===== config.mk =====
export PLATFORM = sky130hd
export DESIGN_NAME = accel_velocity_integrator
export DESIGN_NICKNAME = d
export VERILOG_FILES = /design/src/rtl/core/avi_pkg.sv /design/src/rtl/core/avi_ctrl.sv /design/src/rtl/core/avi_dp.sv /design/src/rtl/core/accel_velocity_integrator.sv
export SDC_FILE = /design/constraint.sdc
export NUM_CORES = 2
export LEC_CHECK = 0
export BUFFER_PORTS_ARGS = -buffer_cell sky130_fd_sc_hd__buf_2
export CORE_MARGIN = 5
export CORE_UTILIZATION = 45
export DETAILED_ROUTE_END_ITERATION = 16
export SLEW_MARGIN = 20
export SYNTH_ARGS = -nofsm -noshare
export SYNTH_HDL_FRONTEND = slang
export SYNTH_SLANG_ARGS = --single-unit

===== constraint.sdc =====
create_clock -name clk_i -period 20.9 [get_ports clk_i]
set_input_delay 3.135 -clock clk_i [delete_from_list [all_inputs] [get_ports clk_i]]
set_output_delay 3.135 -clock clk_i [all_outputs]
set_load 0.05 [all_outputs]

===== src/rtl/core/avi_pkg.sv =====
package avi_pkg;

  // Ring geometry and field widths
  localparam int Window     = 64;
  localparam int SampleBits = 12;
  localparam int PosW       = (Window > 1) ? $clog2(Window) : 1;
  localparam int SumW       = SampleBits + $clog2(Window + 1);
  localparam int GainW      = 24;
  localparam int ProdW      = SumW + GainW;
  localparam int ShrW       = ProdW - 8;
  localparam int CfgIdxW    = 2;
  localparam int CfgDataW   = 32;

  // Register reset values
  localparam logic [23:0] GainRst     = 24'd640;
  localparam logic [31:0] ZeroRst     = 32'd327680;
  localparam logic [15:0] StepRst     = 16'd6554;
  localparam logic [30:0] DeadbandRst = 31'd3277;

  typedef enum logic [CfgIdxW-1:0] {
    CFG_GAIN     = 2'd0,
    CFG_ZERO     = 2'd1,
    CFG_STEP     = 2'd2,
    CFG_DEADBAND = 2'd3
  } cfg_idx_e;

  typedef enum logic [1:0] {
    FUNC_STORE = 2'd0,
    FUNC_TICK  = 2'd1,
    FUNC_CALIB = 2'd2
  } func_e;

  typedef enum logic [3:0] {
    ST_IDLE,
    ST_RING,
    ST_MUL,
    ST_ZERO,
    ST_OFFS,
    ST_STEP,
    ST_VEL,
    ST_CALIB,
    ST_DONE
  } state_e;

  typedef struct packed {
    logic capture;   // latch input payload
    logic ring_wr;   // update ring, sum and position
    logic mul;       // window sum times gain
    logic zero;      // shift, clamp, subtract zero level
    logic offs;      // subtract calibration offset
    logic step;      // acceleration times time step
    logic vel;       // velocity update with deadband
    logic calib;     // store offset, clear velocity
    logic load_out;  // move result into the output register
  } cmd_t;

  typedef struct packed {
    logic [1:0] func;
    logic       out_free;
  } status_t;

  // Saturate a 34-bit signed value to the signed 32-bit range
  function automatic logic [31:0] sat32(input logic [33:0] x);
    logic [31:0] r;
    if (!x[33] && (x[32:31] != 2'b00)) begin
      r = 32'h7FFF_FFFF;
    end else if (x[33] && (x[32:31] != 2'b11)) begin
      r = 32'h8000_0000;
    end else begin
      r = x[31:0];
    end
    return r;
  endfunction

endpackage


===== src/rtl/core/avi_ctrl.sv =====
module avi_ctrl import avi_pkg::*; (
  input  logic    clk_i,
  input  logic    rst_ni,
  input  logic    in_valid_i,
  output logic    in_stall_o,
  input  status_t status_i,
  output cmd_t    cmd_o
);

  state_e state_q, state_d;

  always_ff @(posedge clk_i or negedge rst_ni) begin
    if (!rst_ni) begin
      state_q <= ST_IDLE;
    end else begin
      state_q <= state_d;
    end
  end

  always_comb begin
    state_d    = state_q;
    cmd_o      = '0;
    in_stall_o = 1'b1;
    case (state_q)
      ST_IDLE: begin
        in_stall_o = 1'b0;
        if (in_valid_i) begin
          cmd_o.capture = 1'b1;
          state_d = ST_MUL;
        end
      end
      ST_MUL: begin
        // Dispatch on the captured function code
        case (status_i.func)
          FUNC_STORE: state_d = ST_IDLE;
          FUNC_TICK, FUNC_CALIB: begin
            cmd_o.mul = 1'b1;
            state_d = ST_ZERO;
          end
          default: state_d = ST_IDLE;
        endcase
        if (status_i.func == FUNC_STORE) begin
          cmd_o.ring_wr = 1'b1;
        end
      end
      ST_ZERO: begin
        cmd_o.zero = 1'b1;
        state_d = (status_i.func == FUNC_CALIB) ? ST_CALIB : ST_OFFS;
      end
      ST_OFFS: begin
        cmd_o.offs = 1'b1;
        state_d = ST_STEP;
      end
      ST_STEP: begin
        cmd_o.step = 1'b1;
        state_d = ST_VEL;
      end
      ST_VEL: begin
        cmd_o.vel = 1'b1;
        state_d = ST_DONE;
      end
      ST_CALIB: begin
        cmd_o.calib = 1'b1;
        state_d = ST_DONE;
      end
      ST_DONE: begin
        // Hold until the output register can take the result
        if (status_i.out_free) begin
          cmd_o.load_out = 1'b1;
          state_d = ST_IDLE;
        end
      end
      ST_RING: state_d = ST_IDLE;
      default: state_d = ST_IDLE;
    endcase
  end

endmodule


===== src/rtl/core/avi_dp.sv =====
module avi_dp import avi_pkg::*; (
  input  logic                clk_i,
  input  logic                rst_ni,
  input  cmd_t                cmd_i,
  output status_t             status_o,
  input  logic [1:0]          func_i,
  input  logic [11:0]         sample_i,
  input  logic                cfg_we_i,
  input  logic [CfgIdxW-1:0]  cfg_index_i,
  input  logic [CfgDataW-1:0] cfg_data_i,
  output logic                out_valid_o,
  input  logic                out_stall_i,
  output logic                report_kind_o,
  output logic signed [31:0]  accel_out_o,
  output logic signed [31:0]  velocity_out_o
);

  // Configuration registers
  logic [GainW-1:0] gain_q;
  logic [31:0]      zero_q;
  logic [15:0]      step_q;
  logic [30:0]      deadband_q;

  always_ff @(posedge clk_i or negedge rst_ni) begin
    if (!rst_ni) begin
      gain_q     <= GainRst;
      zero_q     <= ZeroRst;
      step_q     <= StepRst;
      deadband_q <= DeadbandRst;
    end else if (cfg_we_i) begin
      case (cfg_idx_e'(cfg_index_i))
        CFG_GAIN:     gain_q     <= cfg_data_i[GainW-1:0];
        CFG_ZERO:     zero_q     <= cfg_data_i[31:0];
        CFG_STEP:     step_q     <= cfg_data_i[15:0];
        CFG_DEADBAND: deadband_q <= cfg_data_i[30:0];
        default: ;
      endcase
    end
  end

  // Captured input payload
  logic [1:0]            func_q;
  logic [SampleBits-1:0] sample_q;

  always_ff @(posedge clk_i) begin
    if (cmd_i.capture) begin
      func_q   <= func_i;
      sample_q <= sample_i[SampleBits-1:0];
    end
  end

  // Sample ring: memory plus per-entry valid bits, unwritten entries read zero
  logic [SampleBits-1:0] ring_mem [Window];
  logic [SampleBits-1:0] ring_rd_q;
  logic [Window-1:0]     ring_vld_q;
  logic [PosW-1:0]       pos_q;
  logic [SumW-1:0]       sum_q;
  logic [SampleBits-1:0] old_sample;

  always_ff @(posedge clk_i) begin
    if (cmd_i.ring_wr) begin
      ring_mem[pos_q] <= sample_q;
    end
    ring_rd_q <= ring_mem[pos_q];
  end

  assign old_sample = ring_vld_q[pos_q] ? ring_rd_q : '0;

  always_ff @(posedge clk_i or negedge rst_ni) begin
    if (!rst_ni) begin
      ring_vld_q <= '0;
      pos_q      <= '0;
      sum_q      <= '0;
    end else if (cmd_i.ring_wr) begin
      ring_vld_q[pos_q] <= 1'b1;
      sum_q <= sum_q - SumW'(old_sample) + SumW'(sample_q);
      if (pos_q == PosW'(Window - 1)) begin
        pos_q <= '0;
      end else begin
        pos_q <= pos_q + PosW'(1);
      end
    end
  end

  // Acceleration and velocity arithmetic
  logic [ProdW-1:0] prod_q;
  logic [31:0]      raw_q;
  logic [31:0]      acc_q;
  logic [32:0]      delta_q;
  logic [31:0]      vel_acc_q;
  logic [31:0]      calib_q;

  logic [ShrW-1:0]    shr;
  logic [31:0]        scaled;
  logic signed [48:0] step_prod;
  logic [31:0]        vel_sum;
  logic signed [32:0] vel_ext;
  logic signed [32:0] db_ext;
  logic               in_band;

  always_comb begin
    shr = prod_q[ProdW-1:8];
    if (shr > ShrW'(32'h7FFF_FFFF)) begin
      scaled = 32'h7FFF_FFFF;
    end else begin
      scaled = shr[31:0];
    end
    step_prod = $signed(acc_q) * $signed({1'b0, step_q});
    vel_sum   = sat32({{2{vel_acc_q[31]}}, vel_acc_q} + {delta_q[32], delta_q});
    vel_ext   = $signed({vel_sum[31], vel_sum});
    db_ext    = $signed({2'b00, deadband_q});
    in_band   = (vel_ext < db_ext) && (vel_ext > -db_ext);
  end

  always_ff @(posedge clk_i) begin
    if (cmd_i.mul) begin
      prod_q <= ProdW'(sum_q) * ProdW'(gain_q);
    end
    if (cmd_i.zero) begin
      raw_q <= sat32({2'b00, scaled} - {{2{zero_q[31]}}, zero_q});
    end
    if (cmd_i.offs) begin
      acc_q <= sat32({{2{raw_q[31]}}, raw_q} - {{2{calib_q[31]}}, calib_q});
    end
    if (cmd_i.step) begin
      delta_q <= step_prod[48:16];
    end
  end

  always_ff @(posedge clk_i or negedge rst_ni) begin
    if (!rst_ni) begin
      vel_acc_q <= '0;
      calib_q   <= '0;
    end else if (cmd_i.vel) begin
      vel_acc_q <= in_band ? 32'd0 : vel_sum;
    end else if (cmd_i.calib) begin
      vel_acc_q <= '0;
      calib_q   <= raw_q;
    end
  end

  // Output register
  logic out_valid_q;

  always_ff @(posedge clk_i or negedge rst_ni) begin
    if (!rst_ni) begin
      out_valid_q <= 1'b0;
    end else if (cmd_i.load_out) begin
      out_valid_q <= 1'b1;
    end else if (!out_stall_i) begin
      out_valid_q <= 1'b0;
    end
  end

  always_ff @(posedge clk_i) begin
    if (cmd_i.load_out) begin
      report_kind_o  <= (func_q == FUNC_CALIB);
      accel_out_o    <= (func_q == FUNC_CALIB) ? 32'sd0 : $signed(acc_q);
      velocity_out_o <= $signed(vel_acc_q);
    end
  end

  assign out_valid_o       = out_valid_q;
  assign status_o.func     = func_q;
  assign status_o.out_free = !out_valid_q || !out_stall_i;

endmodule


===== src/rtl/core/accel_velocity_integrator.sv =====
// Accelerometer velocity integrator with deadband.
//
// Input channel (in_valid_i / in_stall_o) carries one item per transfer:
// func_i selects store sample, tick, or calibrate; sample_i is the raw ADC
// reading for a store. Output channel (out_valid_o / out_stall_i) carries
// one report per tick or calibrate; stores and unused codes make none.
// Registers are written through cfg_we_i / cfg_index_i / cfg_data_i. The
// user must write them only while the block is idle (not enforced).
//
// One item is processed at a time by a sequencer driving a shared datapath.
// A store does a ring read, then a read-modify-write of the ring memory,
// sum and position. A tick runs multiply, zero level, offset, time-step
// multiply, velocity and load; a calibrate runs multiply, zero level,
// calibrate and load.
//
// Reset clears the ring valid bits, sum, position, velocity and offset,
// and loads the register defaults. When the receiver stalls, the result
// sits in the output register; the sequencer waits in its last step only
// if a second result is ready before the first transfer completes.
module accel_velocity_integrator import avi_pkg::*; (
  input  logic                clk_i,
  input  logic                rst_ni,
  input  logic                in_valid_i,
  output logic                in_stall_o,
  input  logic [1:0]          func_i,
  input  logic [11:0]         sample_i,
  output logic                out_valid_o,
  input  logic                out_stall_i,
  output logic                report_kind_o,
  output logic signed [31:0]  accel_out_o,
  output logic signed [31:0]  velocity_out_o,
  input  logic                cfg_we_i,
  input  logic [CfgIdxW-1:0]  cfg_index_i,
  input  logic [CfgDataW-1:0] cfg_data_i
);

  cmd_t    cmd;
  status_t status;

  // Sequencer: steps each item through the datapath
  avi_ctrl u_ctrl (
    .clk_i      (clk_i),
    .rst_ni     (rst_ni),
    .in_valid_i (in_valid_i),
    .in_stall_o (in_stall_o),
    .status_i   (status),
    .cmd_o      (cmd)
  );

  // Datapath: ring, arithmetic, registers and output stage
  avi_dp u_dp (
    .clk_i          (clk_i),
    .rst_ni         (rst_ni),
    .cmd_i          (cmd),
    .status_o       (status),
    .func_i         (func_i),
    .sample_i       (sample_i),
    .cfg_we_i       (cfg_we_i),
    .cfg_index_i    (cfg_index_i),
    .cfg_data_i     (cfg_data_i),
    .out_valid_o    (out_valid_o),
    .out_stall_i    (out_stall_i),
    .report_kind_o  (report_kind_o),
    .accel_out_o    (accel_out_o),
    .velocity_out_o (velocity_out_o)
  );

endmodule

==> insert_results.sql <==
INSERT INTO impl_metrics (metric_group, metric, value, unit) VALUES
('status', 'run_status', 'finished clean', ''),
('routing', 'dr.first_iter.drc_count', '4170', ''),
('sta', 'worst_pin_slew', '1140', 'ps'),
('setup_path', 'critical-path-slowest-cell', 'sky130_fd_sc_hd__dfrtp_1', ''),
('sta', 'post-route-min-period', '7675', 'ps'),
('yosys', 'synth_largest_type_area_fraction', '34.72', '%'),
('sta', 'setup_repair_after_global_routing_missed_its_margin', 'no', ''),
('layout', 'final.fill_count', '16750', ''),
('yosys', 'synth_seq_cells', '1252', ''),
('setup_path', 'arrival', '8210', 'ps'),
('yosys', 'synthArstFlopShare', '20.85', '%'),
('sta', 'max_freq', '0.1303', 'GHz'),
('clock_network', 'cts-buffers-inserted', '140', ''),
('sta', 'timing.final.setup_violations', '0', ''),
('setup_path', 'buffers_inverters_on_critical_path', '3', ''),
('yosys', 'post_synth.cell_area_avg', '11.52', 'um^2'),
('global_route', 'grt_max_degree', '85', ''),
('setup_path', 'timing.critical_path.from_type', 'register', ''),
('sta', 'finalMaxSlewViolations', '0', ''),
('routing', 'finalWirelength', '233400', 'um'),
('job', 'timing.max_cap.violations', '0', ''),
('clock_network', 'clk_pin_slew', '60', 'ps'),
('routing', 'drc', '0', ''),
('global_route', 'grt-ovfl-total', '0', ''),
('routing', 'first_pass_iters', '6', ''),
('sta', 'report.final.hold_viol_count', '0', ''),
('floorplan', 'die_width', '443.8', 'um'),
('setup_path', 'timing.setup.critical_path_class', 'register to register', ''),
('yosys', 'synth_largest_area_cell', 'sky130_fd_sc_hd__edfxtp_1', ''),
('layout', 'regArea', '36200', 'um^2'),
('setup_path', 'required', '21440', 'ps'),
('sta', 'timing.max_slew.rel_slack', '24.03', '%'),
('floorplan', 'floorplan.die_area', '197000', 'um^2'),
('yosys', 'syn-num-nets', '8702', ''),
('floorplan', 'floorplan.io_pins', '120', ''),
('clock_network', 'tritoncts_sink_count', '1252', ''),
('floorplan', 'coreArea', '187400', 'um^2'),
('setup_path', 'r2r_slack', '13220', 'ps'),
('placed_design', 'dp_hpwl', '161000', 'um'),
('sta', 'finalClockSkew', '69.90', 'ps'),
('yosys', 'seq_area_frac_synth', '42.74', '%'),
('floorplan', 'chipHeight', '443.8', 'um'),
('setup_path', 'crit_top_cell', 'sky130_fd_sc_hd__fa_1', ''),
('yosys', 'synth.distinct_cells', '83', ''),
('routing', 'number_of_nets_with_antenna_violations_after_detailed_routing', '0', ''),
('placed_design', 'place_congestion', '0.8928', ''),
('yosys', 'syn_area', '84680', 'um^2'),
('clock_network', 'cts_hold_repair.buffers', '0', ''),
('setup_path', 'worstPathCellList', 'nand2_1 -> fa_1 -> inv_1 -> fa_1 -> fa_1 -> fa_1 -> inv_1 -> fa_1 -> inv_1 -> fa_1 -> ha_1 -> a2111oi_0 -> o21ai_1 -> o21a_1 -> a21o_1 -> a31o_2 -> a41oi_2 -> a31oi_1 -> o311a_1 -> o32a_1 -> a21o_1 -> xor2_1', ''),
('clock_network', 'clk_root_buffer_cell', 'sky130_fd_sc_hd__clkbuf_16', ''),
('placed_design', 'number_of_buffers_inserted_by_port_buffering', '119', ''),
('yosys', 'warning_count_from_the_yosys_run', '0', ''),
('global_route', 'grt_pass1_wl', '358800', 'um'),
('clock_network', 'post_cts_buffers', '0', ''),
('floorplan', 'num_rows', '159', ''),
('clock_network', 'cts.path.max_buffers', '3', ''),
('setup_path', 'path_delay_family', 'adder cells', ''),
('global_route', 'grt_util_all_layers', '23.71', '%'),
('sta', 'period_share', '36.72', '%'),
('placed_design', 'detailedPlace.worstSlack', '13190', 'ps'),
('clock_network', 'clock_latency', '810', 'ps'),
('yosys', 'synth_ff_type', 'sky130_fd_sc_hd__edfxtp_1', ''),
('clock_network', 'cts_tree', 'built', ''),
('yosys', 'synthesis.instances', '7352', ''),
('setup_path', 'worstPathMaxFanout', '26', ''),
('setup_path', 'type_of_element_capturing_the_critical_path', 'register', ''),
('sta', 'worst_slack', '13220', 'ps'),
('sta', 'summed_negative_setup_slack_over_all_endpoints', '0', 'ps'),
('global_route', 'grt_antenna_before_repair', '2', ''),
('yosys', 'edff_count_synth', '979', ''),
('routing', 'dr_total_vias', '55550', '');
sequential cells by signal, summed over array words and instances, names as in the netlist:
| register | cells |
|---|---|
| u_dp.gain_q | 24 |
| u_dp.ring_rd_q | 12 |
| u_dp.calib_q | 32 |
| u_dp.vel_acc_q | 32 |
| u_dp.velocity_out_o | 32 |
| u_dp.delta_q | 33 |
| u_ctrl.state_q | 4 |
| u_dp.pos_q | 6 |
| u_dp.raw_q | 32 |
| u_dp.ring_mem | 768 |
| u_dp.ring_vld_q | 64 |
| u_dp.sample_q | 12 |
| u_dp.acc_q | 32 |
| u_dp.out_valid_o | 1 |
| u_dp.func_q | 2 |
| u_dp.zero_q | 32 |
| u_dp.sum_q | 19 |
| u_dp.step_q | 16 |
| u_dp.accel_out_o | 32 |
| u_dp.deadband_q | 31 |
| u_dp.report_kind_o | 1 |
| u_dp.prod_q | 35 |
path summary, 6_finish.rpt:
check | start | to | cells past startpoint
min in group asynchronous | rst_ni | u_dp.calib_q[8] | 1
max in group asynchronous | rst_ni | u_dp.sum_q[16] | 3
max reg2reg | u_dp.sum_q[9] | u_dp.prod_q[36] | 22
max | u_dp.sum_q[9] | u_dp.prod_q[36] | 22
min | u_dp.ring_vld_q[23] | u_dp.ring_vld_q[23] | 1
min reg2reg | u_dp.ring_vld_q[23] | u_dp.ring_vld_q[23] | 1
logic make-up (layout without fill, tap and decap cells):
group	Yosys count	after routing	share of synthesized area, %
simple gates	1753	1753	9.907
buf+inv	1550	1717	6.893
fa+ha+maj	1304	1304	27.00
flops	1252	1252	42.74
compound gates	1158	1158	9.594
xor+xnor	198	198	2.066
mux	135	135	1.794
other cells	2	2	0.008869
synthesized netlist by cell type (8+ instances only):
cell                       number
sky130_fd_sc_hd__inv_1       1201
sky130_fd_sc_hd__edfxtp_1     979
sky130_fd_sc_hd__fa_1         874
sky130_fd_sc_hd__nand2_1      822
sky130_fd_sc_hd__ha_1         423
sky130_fd_sc_hd__and2_1       312
sky130_fd_sc_hd__clkbuf_1     302
sky130_fd_sc_hd__a22oi_1      253
sky130_fd_sc_hd__dfrtp_1      243
sky130_fd_sc_hd__a21oi_1      199
sky130_fd_sc_hd__nor2_1       191
sky130_fd_sc_hd__xnor2_1      140
sky130_fd_sc_hd__o21ai_0      137
sky130_fd_sc_hd__mux2_2       134
sky130_fd_sc_hd__a31oi_1       91
sky130_fd_sc_hd__a221oi_1      86
sky130_fd_sc_hd__a22o_1        83
sky130_fd_sc_hd__a21o_1        81
sky130_fd_sc_hd__nor2b_1       75
sky130_fd_sc_hd__or2_2         73
sky130_fd_sc_hd__xor2_1        56
sky130_fd_sc_hd__nand2b_1      54
sky130_fd_sc_hd__nand4_1       50
sky130_fd_sc_hd__nor3_1        44
sky130_fd_sc_hd__nand3_1       39
sky130_fd_sc_hd__o21a_1        35
sky130_fd_sc_hd__a221o_1       34
sky130_fd_sc_hd__buf_1         31
sky130_fd_sc_hd__nor4_1        28
sky130_fd_sc_hd__o21ai_1       22
sky130_fd_sc_hd__and3_1        21
sky130_fd_sc_hd__o21bai_1      19
sky130_fd_sc_hd__dfstp_2       18
sky130_fd_sc_hd__o31ai_1       17
sky130_fd_sc_hd__buf_2         15
sky130_fd_sc_hd__a211oi_1      14
sky130_fd_sc_hd__o211ai_1      14
sky130_fd_sc_hd__dfxtp_1       12
sky130_fd_sc_hd__or3_1          9
sky130_fd_sc_hd__nand3b_1       8
sky130_fd_sc_hd__o31a_1         8
cells in the final DEF, fill, tap and decap left out, types with 137 or more instances in the layout:
cell type                   instances
sky130_fd_sc_hd__a21oi_1          197
sky130_fd_sc_hd__ha_1             423
sky130_fd_sc_hd__clkbuf_16        140
sky130_fd_sc_hd__edfxtp_1         979
sky130_fd_sc_hd__fa_1             874
sky130_fd_sc_hd__nor2_1           182
sky130_fd_sc_hd__xnor2_1          140
sky130_fd_sc_hd__and2_1           311
sky130_fd_sc_hd__inv_1           1201
sky130_fd_sc_hd__o21ai_0          137
sky130_fd_sc_hd__dfrtp_1          240
sky130_fd_sc_hd__a22oi_1          253
sky130_fd_sc_hd__nand2_1          822
final cells by class:
type	instances	share of cell area [%]
well taps	2495	3.364
repair buffers	258	1.862
multi-input cells	4550	46.06
inverters	1202	4.862
clock buffers	182	3.988
flip-flops and latches	1252	39.00
clock inverters	75	0.8615
stage by stage:
stage / area, um^2 / hold slack [ps] / util (%) / instances
6_report: 92800 / 466.1 / 49.52 / 10010
5_1_grt: 92800 / 479.6 / 49.52 / 10010
4_1_cts: 92780 / 468.3 / 49.51 / 10010
3_5_place_dp: 88280 / 453.0 / 47.11 / 9756
3_3_place_gp: 88280 / 451.7 / 47.11 / 9756
2_1_floorplan: 84680 / 439.6 / - / 7352
routing by layer:
metal	up-vias	wire (um)	track usage (%)
li1	24720	-	-
met1	28690	94920	30.45
met2	1708	116600	40.95
met3	423	12660	3.235
met4	0	9246	8.986
met5	-	0	0
Power is left out: the tool's default activity adds up to more than one toggle a clock period on the data nets, which glitch-free logic cannot reach.
